File: src/rtl/ssr_pkg.sv
package ssr_pkg;

  localparam int DEF_SPRITE_SLOTS = 64;
  localparam int LINE_BYTES       = 32;
  localparam int TILE_ROWS        = 8;
  localparam int BYTE_IDX_W       = $clog2(LINE_BYTES);

  typedef enum logic [2:0] {
    ACT_CREATE   = 3'd0,
    ACT_DELETE   = 3'd1,
    ACT_SET_X    = 3'd2,
    ACT_SET_Y    = 3'd3,
    ACT_SET_TILE = 3'd4,
    ACT_RENDER   = 3'd5
  } action_e;

  typedef enum logic [1:0] {
    ST_OK     = 2'd0,
    ST_FULL   = 2'd1,
    ST_UNUSED = 2'd2
  } status_e;

  typedef struct packed {
    logic [2:0]  action;
    logic [5:0]  slot;
    logic [7:0]  x_pos;
    logic [7:0]  y_pos;
    logic [63:0] tile_bits;
    logic [7:0]  line_number;
  } in_t;

  typedef struct packed {
    logic [7:0]            line_byte;
    logic [BYTE_IDX_W-1:0] byte_index;
    logic                  last;
    logic [5:0]            slot_out;
    logic [1:0]            status;
  } out_t;

  // one sprite row contribution, broadcast to the line cells
  typedef struct packed {
    logic                  vld;
    logic [7:0]            hi;
    logic [7:0]            lo;
    logic [BYTE_IDX_W-1:0] chunk;
    logic                  lo_en;
  } blit_t;

  typedef struct packed {
    logic clear;
    logic shift;
  } cell_ctrl_t;

endpackage

File: src/rtl/ssr_blit.sv
module ssr_blit (
  input  logic                clk_i,
  input  logic                rst_ni,
  input  logic                rd_vld_i,
  input  logic [7:0]          col_i,
  input  logic [7:0]          row_i,
  input  logic [63:0]         tile_i,
  input  logic [7:0]          line_i,
  output ssr_pkg::blit_t      blit_o
);

  logic [8:0]  diff;
  logic        hit;
  logic [2:0]  r;
  logic [7:0]  bits;
  logic [15:0] spread;
  logic                           vld_q;
  logic [7:0]                     hi_q;
  logic [7:0]                     lo_q;
  logic [ssr_pkg::BYTE_IDX_W-1:0] chunk_q;
  logic                           lo_en_q;

  // sprite covers this line when 0 <= line - top < 8
  assign diff   = {1'b0, line_i} - {1'b0, row_i};
  assign hit    = !diff[8] && (diff[7:3] == 5'd0);
  assign r      = diff[2:0];
  assign bits   = tile_i[{r, 3'b000} +: 8];
  // upper byte lands in the sprite's chunk, lower byte spills to the right
  assign spread = {bits, 8'h00} >> col_i[2:0];

  always_ff @(posedge clk_i or negedge rst_ni) begin
    if (!rst_ni) begin
      vld_q <= 1'b0;
    end else begin
      vld_q <= rd_vld_i && hit;
    end
  end

  always_ff @(posedge clk_i) begin
    hi_q    <= spread[15:8];
    lo_q    <= spread[7:0];
    chunk_q <= ~col_i[7:3];
    lo_en_q <= (~col_i[7:3] != '0);
  end

  assign blit_o = {vld_q, hi_q, lo_q, chunk_q, lo_en_q};

endmodule

File: config.mk
export PLATFORM = sky130hd
export DESIGN_NAME = ssr_blit
export DESIGN_NICKNAME = d
export VERILOG_FILES = /design/src/rtl/ssr_pkg.sv /design/src/rtl/ssr_blit.sv
export SDC_FILE = /design/constraint.sdc
export NUM_CORES = 1
export LEC_CHECK = 0
export ABC_AREA = 1
export BUFFER_PORTS_ARGS = -buffer_cell sky130_fd_sc_hd__buf_2
export CORE_MARGIN = 5
export CORE_UTILIZATION = 40
export DETAILED_ROUTE_END_ITERATION = 8
export GPL_ROUTABILITY_DRIVEN = 1
export HOLD_SLACK_MARGIN = 0.1
export PLACE_DENSITY_LB_ADDON = 0.3
export SLEW_MARGIN = 10
export SYNTH_ARGS = -nofsm -noshare
export SYNTH_HDL_FRONTEND = slang
export SYNTH_SLANG_ARGS = --single-unit
File: constraint.sdc
create_clock -name clk_i -period 1.2 [get_ports clk_i]
set_input_delay 0.24 -clock clk_i [delete_from_list [all_inputs] [get_ports clk_i]]
set_output_delay 0.24 -clock clk_i [all_outputs]
set_load 0.05 [all_outputs]
Word-level counts from Yosys, hierarchy flattened
Index checks and enable logic that the tools add are counted.
{ "classes": {"n_addsub": 1, "shifts": 2, "bitwise": 1, "reduce_logical": 5} }
{ "ops": {"columns": ["cell", "n"], "rows": [
  ["indexed part select 64 x 7 -> 8 bit", 1],
  ["right shift 16 x 3 -> 16 bit", 1],
  ["subtractor 8 x 8 -> 9 bit", 1],
  ["zero test 5 bit", 1],
  ["NOT 5 bit", 1],
  ["nonzero test 5 bit", 1],
  ["logical AND 1 bit", 2],
  ["zero test 1 bit", 1]
]} }
{ "word_totals": {"ff_bits": 23, "input_bits": 91, "out_inout_bits": 23, "elab_cells": 14} }

Logic depth before layout (Yosys ltp)
{ "logic_depth": {"depth_word": 4, "mapped_depth": 13, "depth_no_buf": 11} }

Worst setup path after synthesis
No wires, ideal clock.
{ "synth_path": {"path_type": "input-to-reg", "startpoint": "input line_i[0]", "endpoint": "register hi_q[0]", "arrival_ns": 1.784, "required_time_ns": 1.086, "slack_ns": -0.697, "cell_stages": 9, "n_path_buf": 0, "path_cell_list": "inv_1 ha_1 fa_1 xnor2_1 nand3_1 nand3_1 nand3_1 nand3_1 nand2_1"} }
{ "synth_via": {"elab_chain_len": 3} }
{ "synth_rtl": {"columns": ["item", "line", "source"], "rows": [
  ["start: declaration", "ssr_blit.sv:8", "input logic [7:0] line_i,"],
  ["subtractor 8 x 8 -> 9 bit", "ssr_blit.sv:24", "assign diff = {1'b0, line_i} - {1'b0, row_i};"],
  ["indexed part select 64 x 7 -> 8 bit", "ssr_blit.sv:27", "assign bits = tile_i[{r, 3'b000} +: 8];"],
  ["right shift 16 x 3 -> 16 bit", "ssr_blit.sv:29", "assign spread = {bits, 8'h00} >> col_i[2:0];"],
  ["named net spread[8]", "ssr_blit.sv:16", "logic [15:0] spread;"],
  ["end signal: assignment", "ssr_blit.sv:40", "hi_q <= spread[15:8];"],
  ["end: declaration", "ssr_blit.sv:18", "logic [7:0] hi_q;"]
]} }
The timed path passes the listed nets, and every way through them passes these cells.

Final worst setup path
{ "layout_path": {"startpoint": "input line_i[0]", "endpoint": "register lo_q[7]"} }
{ "layout_via": {"elab_chain_len": 3} }
{ "layout_rtl": {"columns": ["item", "line", "source"], "rows": [
  ["subtractor 8 x 8 -> 9 bit", "ssr_blit.sv:24", null],
  ["indexed part select 64 x 7 -> 8 bit", "ssr_blit.sv:27", null],
  ["right shift 16 x 3 -> 16 bit", "ssr_blit.sv:29", null],
  ["named net spread[7]", "ssr_blit.sv:16", null],
  ["end signal: assignment", "ssr_blit.sv:41", "lo_q <= spread[7:0];"],
  ["end: declaration", "ssr_blit.sv:19", "logic [7:0] lo_q;"]
]} }
The timed path passes the listed nets, and every way through them passes these cells.

==> results by group <==
Global routing
  • Largest net degree at the start of global routing: 30
  • Initial antenna violation count: 0
  • Vias in the first global route: 2574
  • Overflow after GRT: 0
  • GRT Util Overall: 19.2%
  • First-pass GRT wire length: 10.2 mm

Finish
  • N_diodes: 0
  • Finished Core Util: 67.6%
  • Post-layout nets: 586
  • Fin cells: 552
  • Layout cells sized above 1: 44.3%
  • Syn-to-layout area delta: 62.1%

Power
  • Comb pwr share: 56.5%
  • Power density over the cells: 1070 nW/um^2
  • Leakage: 1.93 nW
  • Sw Pwr: 1.47 mW
  • Clock power frac: 19.4%
  • Int Pwr: 1.99 mW
  • Sequential share of power: 24.1%
  • Net Sw Frac: 42.5%
  • Peak VDD IR: 0.000562 V

STA
  • Tmin final: 1.76 ns
  • Final hold slack: 0.134 ns
  • Achievable Freq: 567 MHz
  • RSZ-0062 raised after global routing: true
  • Setup slack after layout: -0.564 ns
  • Final worst-path cycle share: 147%
  • Max Slew Vio Count: 0
  • Final setup viols: 16
  • Final hold vios: 0
  • Total negative slack: -7.84 ns

Drt
  • Starting DRT DRC Count: 196
  • Vias per cell: 4.76
  • Total wire length: 6.43 mm
  • # DRC: 0
  • Drt first pass iters: 4
  • Routed Antenna Nets: 0
  • Routed vias: 2628
  • WL/cell: 11.6 um

Synthesis
  • Area leader, netlist: nand3_1
  • Mapped cell area: 2000 sq um
  • Mapped Cells: 362
  • Syn nets: 462
  • Cell variety after synth: 24
  • Register area share after synthesis: 22.3%
  • Yosys warning total: 0
  • Mean Syn Cell Area: 5.52 sq um
  • Synth Register Bits: 22
  • Synth top area share: 21.3%
  • Dominant cells by area after synthesis: nand3_1 (21%), dfxtp_1 (21%), nand2_1 (20%)

Worst setup path
  • Slowest CP cell: fa_2
  • Crit Path Class: input pin to flop
  • Worst-path maximum fanout: 5
  • CP Capture Type: flop
  • Critical path launch point: line_i[0]
  • Most used cell, CP: nand3_1
  • Crit-path cells: buf_8, inv_12, ha_4, fa_2, buf_12, buf_6, nand3_1, nand3_2, nand3_2, nand3_1, nand3_1, nand2_1
  • Crit path DAT: 1.97 ns
  • WP data required: 1.40 ns
  • CP startpoint kind: input pin
  • CP max stage delay: 0.58 ns

Clock tree
  • CTS Root Cell: clkbuf_8
  • H-Tree Depth: 1
  • Sink Count: 22
  • CTS tree: built
  • Clk pin slew, worst setup/hold paths: 0.08 ns
  • TritonCTS buffer count: 3
  • Clock tree buffer depth: 2

Hold path
  • Hold_sp: col_i[3]
  • Worst hold-check path type: input pin to flop

Outcome
  • Failing checks: negative setup slack
  • Status: complete, but fails checks

Die
  • Starting density of the core: 41.7%
  • Io pins: 114
  • Die Y: 80.7 um
  • Core Box Area: 4790 sq um
  • Die ar.: 6510 sq um
  • Chip Width: 80.7 um
  • FP Rows: 25

Placed design
  • Routability cong.: 0.927
  • Port Buffers: 112
  • Dpl hpwl: 4.96 mm
  • Dpl cells: 544

Flow run
  • Max_cap viols: 0
layout make-up:
class	count	area (sq um)
clock buffers	3	41.3
inverters	73	292
repair buffers	136	816
clock inverters	1	30.0
multi-input cells	249	1520
well taps	67	83.8
repair inverters	1	6.26
flip-flops and latches	22	445
fillers	457	1550
cells in the final DEF (no fill, tap or decap), types with 2 or more instances in the layout:
master,instances
a21oi_1,5
buf_12,3
buf_2,110
buf_4,16
buf_6,4
buf_8,2
clkbuf_8,3
dfxtp_1,21
ha_1,6
inv_1,70
nand2_1,98
nand2_2,6
nand3_1,35
nand3_2,50
nand3b_1,2
nor2_1,22
nor2_2,5
nor3_1,3
o21ai_2,2
registers in the layout, summed over array words and instances, names as in the netlist:
name / count
lo_q: 7
lo_en_q: 1
hi_q: 8
chunk_q: 5
vld_q: 1
synthesized netlist by cell type:
cell and n:
a21oi_1 6, buf_2 9, buf_4 4, clkbuf_1 4
clkbuf_2 1, clkinv_1 2, conb_1 1, dfrtp_1 1
dfxtp_1 21, fa_1 1, ha_1 8, inv_1 71
nand2_1 105, nand3_1 85, nand3b_1 2, nor2_1 28
nor3_1 4, nor4_1 2, o21a_1 1, o21ai_0 1
o21ai_1 2, xnor2_1 1, xor2_1 1, xor2_2 1
power groups by stage:
stage	registers [mW]	logic [mW]	clock network [mW]
CTS	0.835	1.81	0.683
global route	0.844	2.13	0.722
finish	0.834	1.95	0.671
global placement	0.854	1.57	0
detailed placement	0.851	1.59	0
floorplan	1.15	0.817	0
kinds of logic after synthesis:
kind of cell,count (synthesis),synth area share (%)
buf+inv,91,18.5
other cells,1,0.188
fa+ha+maj,9,6.02
xor+xnor,3,1.69
simple gates,226,48.7
flops,22,22.3
compound gates,10,2.63
metal layers:
metal	share of wire, %	wire length, um	vias up	global-route usage [%]
li1	-	-	1359	-
met1	37	2390	1170	22.0
met2	54	3500	90	37.2
met3	7.6	486	9	3.25
met4	0.72	46	0	3.21
met5	0	0	-	0
critical path, delay by kind of cell:
| kind | cells | cell delay, ns |
|---|---|---|
| buf+inv | 4 | 0.36 |
| fa+ha+maj | 2 | 0.73 |
| simple gates | 6 | 0.62 |
through the flow:
stage | setup WS, ns | instance area, sq um | power (mW)
floorplan | -0.593 | 2050 | 1.96
global placement | -0.900 | 2760 | 2.43
detailed placement | -0.906 | 2760 | 2.44
CTS | -0.516 | 3110 | 3.33
global route | -0.615 | 3240 | 3.70
finish | -0.564 | 3240 | 3.46
worst paths after layout:
kind / end / cells after the start
min: chunk_q[0] / 2
min in group asynchronous: vld_q / 2
max: lo_q[7] / 12
max in group asynchronous: vld_q / 2
what timing repair did:
action,4_1_cts,5_1_grt
resized for setup,57,27
hold buffers,1,0
cloned,2,0
buffers inserted,0,1
pin swaps,24,22
endpoints found under the hold margin,1,0
endpoints found under the setup margin,16,16
(Power assumes the default switching activity.)
