<file path="src/rtl/ssr_pkg.sv">
package ssr_pkg;

  localparam int DEF_SPRITE_SLOTS = 64;
  localparam int LINE_BYTES       = 32;
  localparam int TILE_ROWS        = 8;
  localparam int BYTE_IDX_W       = $clog2(LINE_BYTES);

  typedef enum logic [2:0] {
    ACT_CREATE   = 3'd0,
    ACT_DELETE   = 3'd1,
    ACT_SET_X    = 3'd2,
    ACT_SET_Y    = 3'd3,
    ACT_SET_TILE = 3'd4,
    ACT_RENDER   = 3'd5
  } action_e;

  typedef enum logic [1:0] {
    ST_OK     = 2'd0,
    ST_FULL   = 2'd1,
    ST_UNUSED = 2'd2
  } status_e;

  typedef struct packed {
    logic [2:0]  action;
    logic [5:0]  slot;
    logic [7:0]  x_pos;
    logic [7:0]  y_pos;
    logic [63:0] tile_bits;
    logic [7:0]  line_number;
  } in_t;

  typedef struct packed {
    logic [7:0]            line_byte;
    logic [BYTE_IDX_W-1:0] byte_index;
    logic                  last;
    logic [5:0]            slot_out;
    logic [1:0]            status;
  } out_t;

  // one sprite row contribution, broadcast to the line cells
  typedef struct packed {
    logic                  vld;
    logic [7:0]            hi;
    logic [7:0]            lo;
    logic [BYTE_IDX_W-1:0] chunk;
    logic                  lo_en;
  } blit_t;

  typedef struct packed {
    logic clear;
    logic shift;
  } cell_ctrl_t;

endpackage

</file>
<file path="src/rtl/ssr_line_cell.sv">
module ssr_line_cell (
  input  logic                                clk_i,
  input  logic                                rst_ni,
  input  ssr_pkg::cell_ctrl_t                 ctrl_i,
  input  ssr_pkg::blit_t                      blit_i,
  input  logic [ssr_pkg::BYTE_IDX_W-1:0]      cell_idx_i,
  input  logic [7:0]                          prev_i,
  output logic [7:0]                          byte_o
);

  logic [7:0] byte_q;
  logic [7:0] hit_bits;
  logic [ssr_pkg::BYTE_IDX_W-1:0] idx_next;

  assign idx_next = cell_idx_i + 1'b1;
  assign hit_bits = ((blit_i.chunk == cell_idx_i) ? blit_i.hi : 8'h00)
                  | ((blit_i.lo_en && (blit_i.chunk == idx_next)) ? blit_i.lo : 8'h00);

  always_ff @(posedge clk_i or negedge rst_ni) begin
    if (!rst_ni) begin
      byte_q <= 8'h00;
    end else if (ctrl_i.clear) begin
      byte_q <= 8'h00;
    end else if (ctrl_i.shift) begin
      byte_q <= prev_i;
    end else if (blit_i.vld) begin
      byte_q <= byte_q | hit_bits;
    end
  end

  assign byte_o = byte_q;

endmodule

</file>
<file path="config.mk">
export PLATFORM = sky130hd
export DESIGN_NAME = ssr_line_cell
export DESIGN_NICKNAME = d
export VERILOG_FILES = /design/src/rtl/ssr_pkg.sv /design/src/rtl/ssr_line_cell.sv
export SDC_FILE = /design/constraint.sdc
export NUM_CORES = 1
export LEC_CHECK = 0
export BUFFER_PORTS_ARGS = -buffer_cell sky130_fd_sc_hd__buf_2
export CAP_MARGIN = 25
export CORE_MARGIN = 2
export CORE_UTILIZATION = 40
export CTS_CLUSTER_SIZE = 12
export DETAILED_ROUTE_END_ITERATION = 6
export PLACE_DENSITY = 0.83
export SLEW_MARGIN = 30
export SYNTH_ARGS = -nofsm -noshare
export SYNTH_HDL_FRONTEND = slang
export SYNTH_SLANG_ARGS = --single-unit
</file>
<file path="constraint.sdc">
create_clock -name clk_i -period 1.8 [get_ports clk_i]
set_input_delay 0.27 -clock clk_i [delete_from_list [all_inputs] [get_ports clk_i]]
set_output_delay 0.27 -clock clk_i [all_outputs]
set_load 0.005 [all_outputs]
</file>
; Word-level counts from Yosys, hierarchy flattened
; Cells that the tools add are included.
[totals]
register_bits = 8
input_bits = 40
output_inout_bits = 8
[op_classes]
n_reduce_logical = 2
eq_ne = 2
n_addsub = 1
muxes = 5
n_bitwise = 2
[op_table]
columns = cell, count
row1 = $mux 8, 5
row2 = $or 8x8->8, 2
row3 = $eq 5x5->1, 2
row4 = $add 5x1->5 const B, 1
row5 = $reduce_bool 3->1, 1
row6 = $logic_and 1x1->1, 1

; Depth between registers and ports, before layout
[depth]
word_depth = 9
mapped_depth = 6

; Worst setup path after synthesis
; Ideal clock, no wire load.
[synth_timing]
kind = in2reg
startpoint = input cell_idx_i[0] (netlist bit)
endpoint = register byte_q[2] (netlist: byte_o[2])
path_buffers = 0
arrival_time_ns = 1.339
path_stages = 5
slack_ns = 0.320
path_cell_list = ha_1 nand2b_1 a21o_1 a31oi_1 o2bb2ai_1
[synth_via]
elab_chain_len = 9
elab_cells_between_ends = 11
cone_classes = 1 x add/sub / 2 x eq/ne / 5 x mux / 2 x bitwise / 1 x reduce/logical
[synth_rtl]
columns = element, line_no
row1 = start: declaration, ssr_line_cell.sv:6  ; input logic [ssr_pkg::BYTE_IDX_W-1:0] cell_idx_i,
row2 = $add 5x1->5, ssr_line_cell.sv:15  ; assign idx_next = cell_idx_i + 1'b1;
row3 = $eq 5x5->1, ssr_line_cell.sv:17  ; | ((blit_i.lo_en && (blit_i.chunk == idx_next)) ? blit_i.lo : 8'h00);
row4 = $logic_and 1x1->1, ssr_line_cell.sv:17
row5 = $mux 8, ssr_line_cell.sv:17
row6 = $or 8x8->8 (*), ssr_line_cell.sv:17
row7 = $or 8x8->8 (*), ssr_line_cell.sv:27  ; byte_q <= byte_q | hit_bits;
row8 = $mux 8 (*), ssr_line_cell.sv:26  ; end else if (blit_i.vld) begin
row9 = $mux 8 (*), ssr_line_cell.sv:24  ; end else if (ctrl_i.shift) begin
row10 = $mux 8 (*), ssr_line_cell.sv:22  ; end else if (ctrl_i.clear) begin
row11 = end signal: assignment, ssr_line_cell.sv:25  ; byte_q <= prev_i;
row12 = end signal: assignment, ssr_line_cell.sv:27
row13 = end: declaration, ssr_line_cell.sv:11  ; logic [7:0] byte_q;
; Mark *: on every way between the ends. The rest lies on a longest branch, timed or not. The select of a mux whose other input is x is not followed.
; A chain may end at the register's enable or synchronous reset.

; Worst setup path in the final report
; Same ends and word-level chain as after synthesis.

==> impl_metrics.csv <==
group,metric,value,unit
power,switching_power,176,uW
worst_setup_path,worstPathBufferInverterCount,1,
die,top_level_ports,48,
power,power_frac_clock,0.257,
grt,overflow,0,
routing,wl_per_cell,14.6,um
grt,grt_use_total,0.202,
timing,timing.final.max_slew_violations,0,
worst_setup_path,worst_setup_path_end_kind,"flop",
yosys,yosysSeqAreaShare,0.275,
min_path,hold_path_class,"in -> reg",
die,fp.dieArea,2170,um^2
timing,number_of_setup_violations_in_the_final_report,0,
finish,antenna_cells,0,
yosys,synth_warnings,0,
worst_setup_path,setup.worst_path.class,"in -> reg",
timing,final_period_minus_worst_setup_slack,1.64,ns
routing,drt.antenna.violating_nets,0,
yosys,synthSimpleGateAreaFrac,0.349,
power,power.switching_fraction,0.327,
cts,clock_tree.root_cell,"sky130_fd_sc_hd__clkbuf_4",
die,die-height,46.6,um
placement,place_inst,147,
yosys,syn_avg_cell_area,9.09,um^2
routing,firstDrtPassIters,4,
cts,htreeDepth,1,
cts,insertion_delay_of_the_later_clocked_pin_in_the_worst_skew_pair,0.25,ns
power,vdd_ir_drop_max,0.269,mV
timing,max_slew_margin,0.486,
yosys,synth_top_family_by_area,"simple AND/OR/NAND/NOR gates",
finish,finalNonFillerCells,151,
timing,skew,0,ns
timing,worst-slew-pin-transition,0.765,ns
cts,total_number_of_clock_tree_sinks,8,
placement,dpl_cell_area,973,um^2
finish,layout.cells.most_common,"sky130_fd_sc_hd__buf_2",
timing,timing.fmax,611,MHz
cts,clock_buffer_count_from_cts,3,
finish,number_of_flip_flops_under_the_largest_register_name,8,
finish,postLayoutCoreUtil,0.583,
cts,post_cts_clock_slew_at_the_launch_and_capture_registers_of_the_worst_setup_and_hold_paths,0.06,ns
power,power.sequential.fraction,0.376,
cts,clockBufferDepth,2,
timing,holdWs,0.270,ns
routing,drc,0,
worst_setup_path,timing.critical_path.slowest_cell_delay,0.61,ns
worst_setup_path,crit_family,"compound AO/OA/AOI/OAI gates",
routing,via_count,833,
power,power.density,536,nW/um^2
grt,grt_antenna_before_repair,0,
yosys,synthXorXnorAreaFrac,0.105,
timing,post-route-period-util,0.910,
timing,unrepaired_setup_endpoints_after_global_routing,"false",
grt,first_global_vias,748,
finish,total_nets_final,169,
yosys,synth.area.mux_share,0,
routing,vias_per_cell,5.52,
yosys,synth.cell_area,727,um^2
die,die_w,46.6,um
power,share_comb_of_total_power,0.367,
placement,gp_routability_congestion,0.795,
placement,io_port_bufs,47,
routing,drtIter0Drc,20,
worst_setup_path,crit_chain,"buf_2 > ha_1 > nand2b_1 > a21o_1 > a31oi_1 > o2bb2ai_1",
yosys,synth-adder-area-share,0.0172,
worst_setup_path,critical_path_required,1.90,ns
finish,area_growth_syn_to_layout,38.4,%
yosys,synth-compound-area-share,0.225,
status,outcome,"finished, final reports clean",
flow_run,maxCapViolCount,0,
cts,clock_tree_from_tritoncts,"built",
finish,layout_common_cells,"47 x sky130_fd_sc_hd__buf_2, 16 x sky130_fd_sc_hd__nor3_1",
finish,final_layout_size_suffix_gt1_frac,0.429,
grt,maximum_number_of_pins_on_one_net_before_global_route_repair,25,
routing,routed_wl,2200,um
yosys,synthesized_netlist_cell_count,80,
die,count_of_standard_cell_rows,15,
worst_setup_path,worst_path_max_delay_cell,"sky130_fd_sc_hd__a31oi_1",
yosys,synth_nets,121,
worst_setup_path,worst_ep_arrival_time,1.74,ns
yosys,post_synth_num_cell_types,22,
yosys,synth.ff_latch_count,8,
worst_setup_path,crit_path_max_fanout,8,
worst_setup_path,crit_path_start_kind,"input pin",
timing,final_hold_viol_count,0,
placement,dp.final_hpwl,1680,um
power,power_leakage,0.000452,uW
die,placeableCoreArea,1730,um^2
grt,first_pass_grt_wire_length,3140,um
timing,setup_total_negative_slack,0,ns
finish,stdcell_area,1010,um^2
die,floorplan.initialDensity,0.421,
power,cellInternalPower,363,uW
[cell families after synthesis]
group,after synthesis
simple gates,41
fa+ha+maj,1
buf+inv,5
flops,8
compound gates,18
xor+xnor,7
[layout make-up]
| cell class | count | area (um^2) |
|---|---|---|
| Clock buffer | 3 | 22.5 |
| Fill cell | 181 | 721 |
| Multi-Input combinational cell | 67 | 507 |
| Sequential cell | 8 | 200 |
| Tap cell | 25 | 31.3 |
| Timing Repair Buffer | 48 | 245 |
[what timing repair did]
item | 4_1_cts | 5_1_grt
hold buffers | 1 | 0
buffers inserted | 0 | 0
hold endpoints to repair | 8 | 0
resized for setup | 0 | 0
[layer usage]
metal	GRT usage	vias up	wire (um)
li1	-	412	-
met1	0.242	381	921
met2	0.378	40	1100
met3	0.0353	0	175
met4	0.0333	0	0
met5	0	-	0
[worst paths after layout]
check	startpoint	endpoint	slack, ns	cells after the start
worst min-delay path	blit_i[13]	byte_o[7]$_DFFE_PN0P_	0.27	3
min in group asynchronous	rst_ni	byte_o[6]$_DFFE_PN0P_	0.39	2
worst max register to register	byte_o[3]$_DFFE_PN0P_	byte_o[3]$_DFFE_PN0P_	0.67	4
worst min register to register	byte_o[1]$_DFFE_PN0P_	byte_o[1]$_DFFE_PN0P_	0.62	2
worst max-delay path	cell_idx_i[0]	byte_o[2]$_DFFE_PN0P_	0.16	6
max in group asynchronous	rst_ni	byte_o[1]$_DFFE_PN0P_	1.23	2
[synthesized netlist by cell type]
library cell | n | area share
sky130_fd_sc_hd__nand3_1 | 2 | 0.014
sky130_fd_sc_hd__xor2_1 | 2 | 0.024
sky130_fd_sc_hd__a21o_1 | 1 | 0.010
sky130_fd_sc_hd__nor4b_4 | 1 | 0.033
sky130_fd_sc_hd__dfrtp_1 | 8 | 0.28
sky130_fd_sc_hd__xnor2_1 | 3 | 0.036
sky130_fd_sc_hd__or3b_2 | 1 | 0.012
sky130_fd_sc_hd__nand2b_1 | 2 | 0.017
sky130_fd_sc_hd__nor2_1 | 1 | 0.0052
sky130_fd_sc_hd__and3_1 | 1 | 0.0086
sky130_fd_sc_hd__nand4_1 | 8 | 0.069
sky130_fd_sc_hd__xor2_2 | 2 | 0.045
sky130_fd_sc_hd__nor3_1 | 16 | 0.11
sky130_fd_sc_hd__clkbuf_1 | 2 | 0.010
sky130_fd_sc_hd__a31oi_1 | 1 | 0.0086
sky130_fd_sc_hd__a311o_1 | 8 | 0.11
sky130_fd_sc_hd__nor2b_1 | 8 | 0.069
sky130_fd_sc_hd__buf_1 | 2 | 0.010
sky130_fd_sc_hd__ha_1 | 1 | 0.017
sky130_fd_sc_hd__buf_2 | 1 | 0.0069
sky130_fd_sc_hd__nand4b_1 | 1 | 0.012
sky130_fd_sc_hd__o2bb2ai_1 | 8 | 0.096
[power groups by stage]
stage	registers, uW	logic (uW)	clock network (uW)
after floorplan	206	109	0
after global placement	205	189	0
after detailed placement	206	196	0
after CTS	203	199	138
after global routing	204	217	147
final	203	198	139
[per-stage QoR]
| stage | setup WS, ns | total power (uW) |
|---|---|---|
| floorplan | 0.320 | 315 |
| global placement | -0.00128 | 394 |
| detailed placement | -0.0855 | 402 |
| CTS | 0.167 | 539 |
| global route | 0.0338 | 567 |
| finish | 0.162 | 539 |
[worst reg2reg max path, delay by kind of cell (launching register included)]
| kind | cells | cell delay (ns) |
|---|---|---|
| and+or+nand+nor | 3 | 0.51 |
| DFF | 1 | 0.38 |
| AOI/OAI and AO/OA | 1 | 0.16 |
Note: power is estimated with default switching activity, not from simulation.
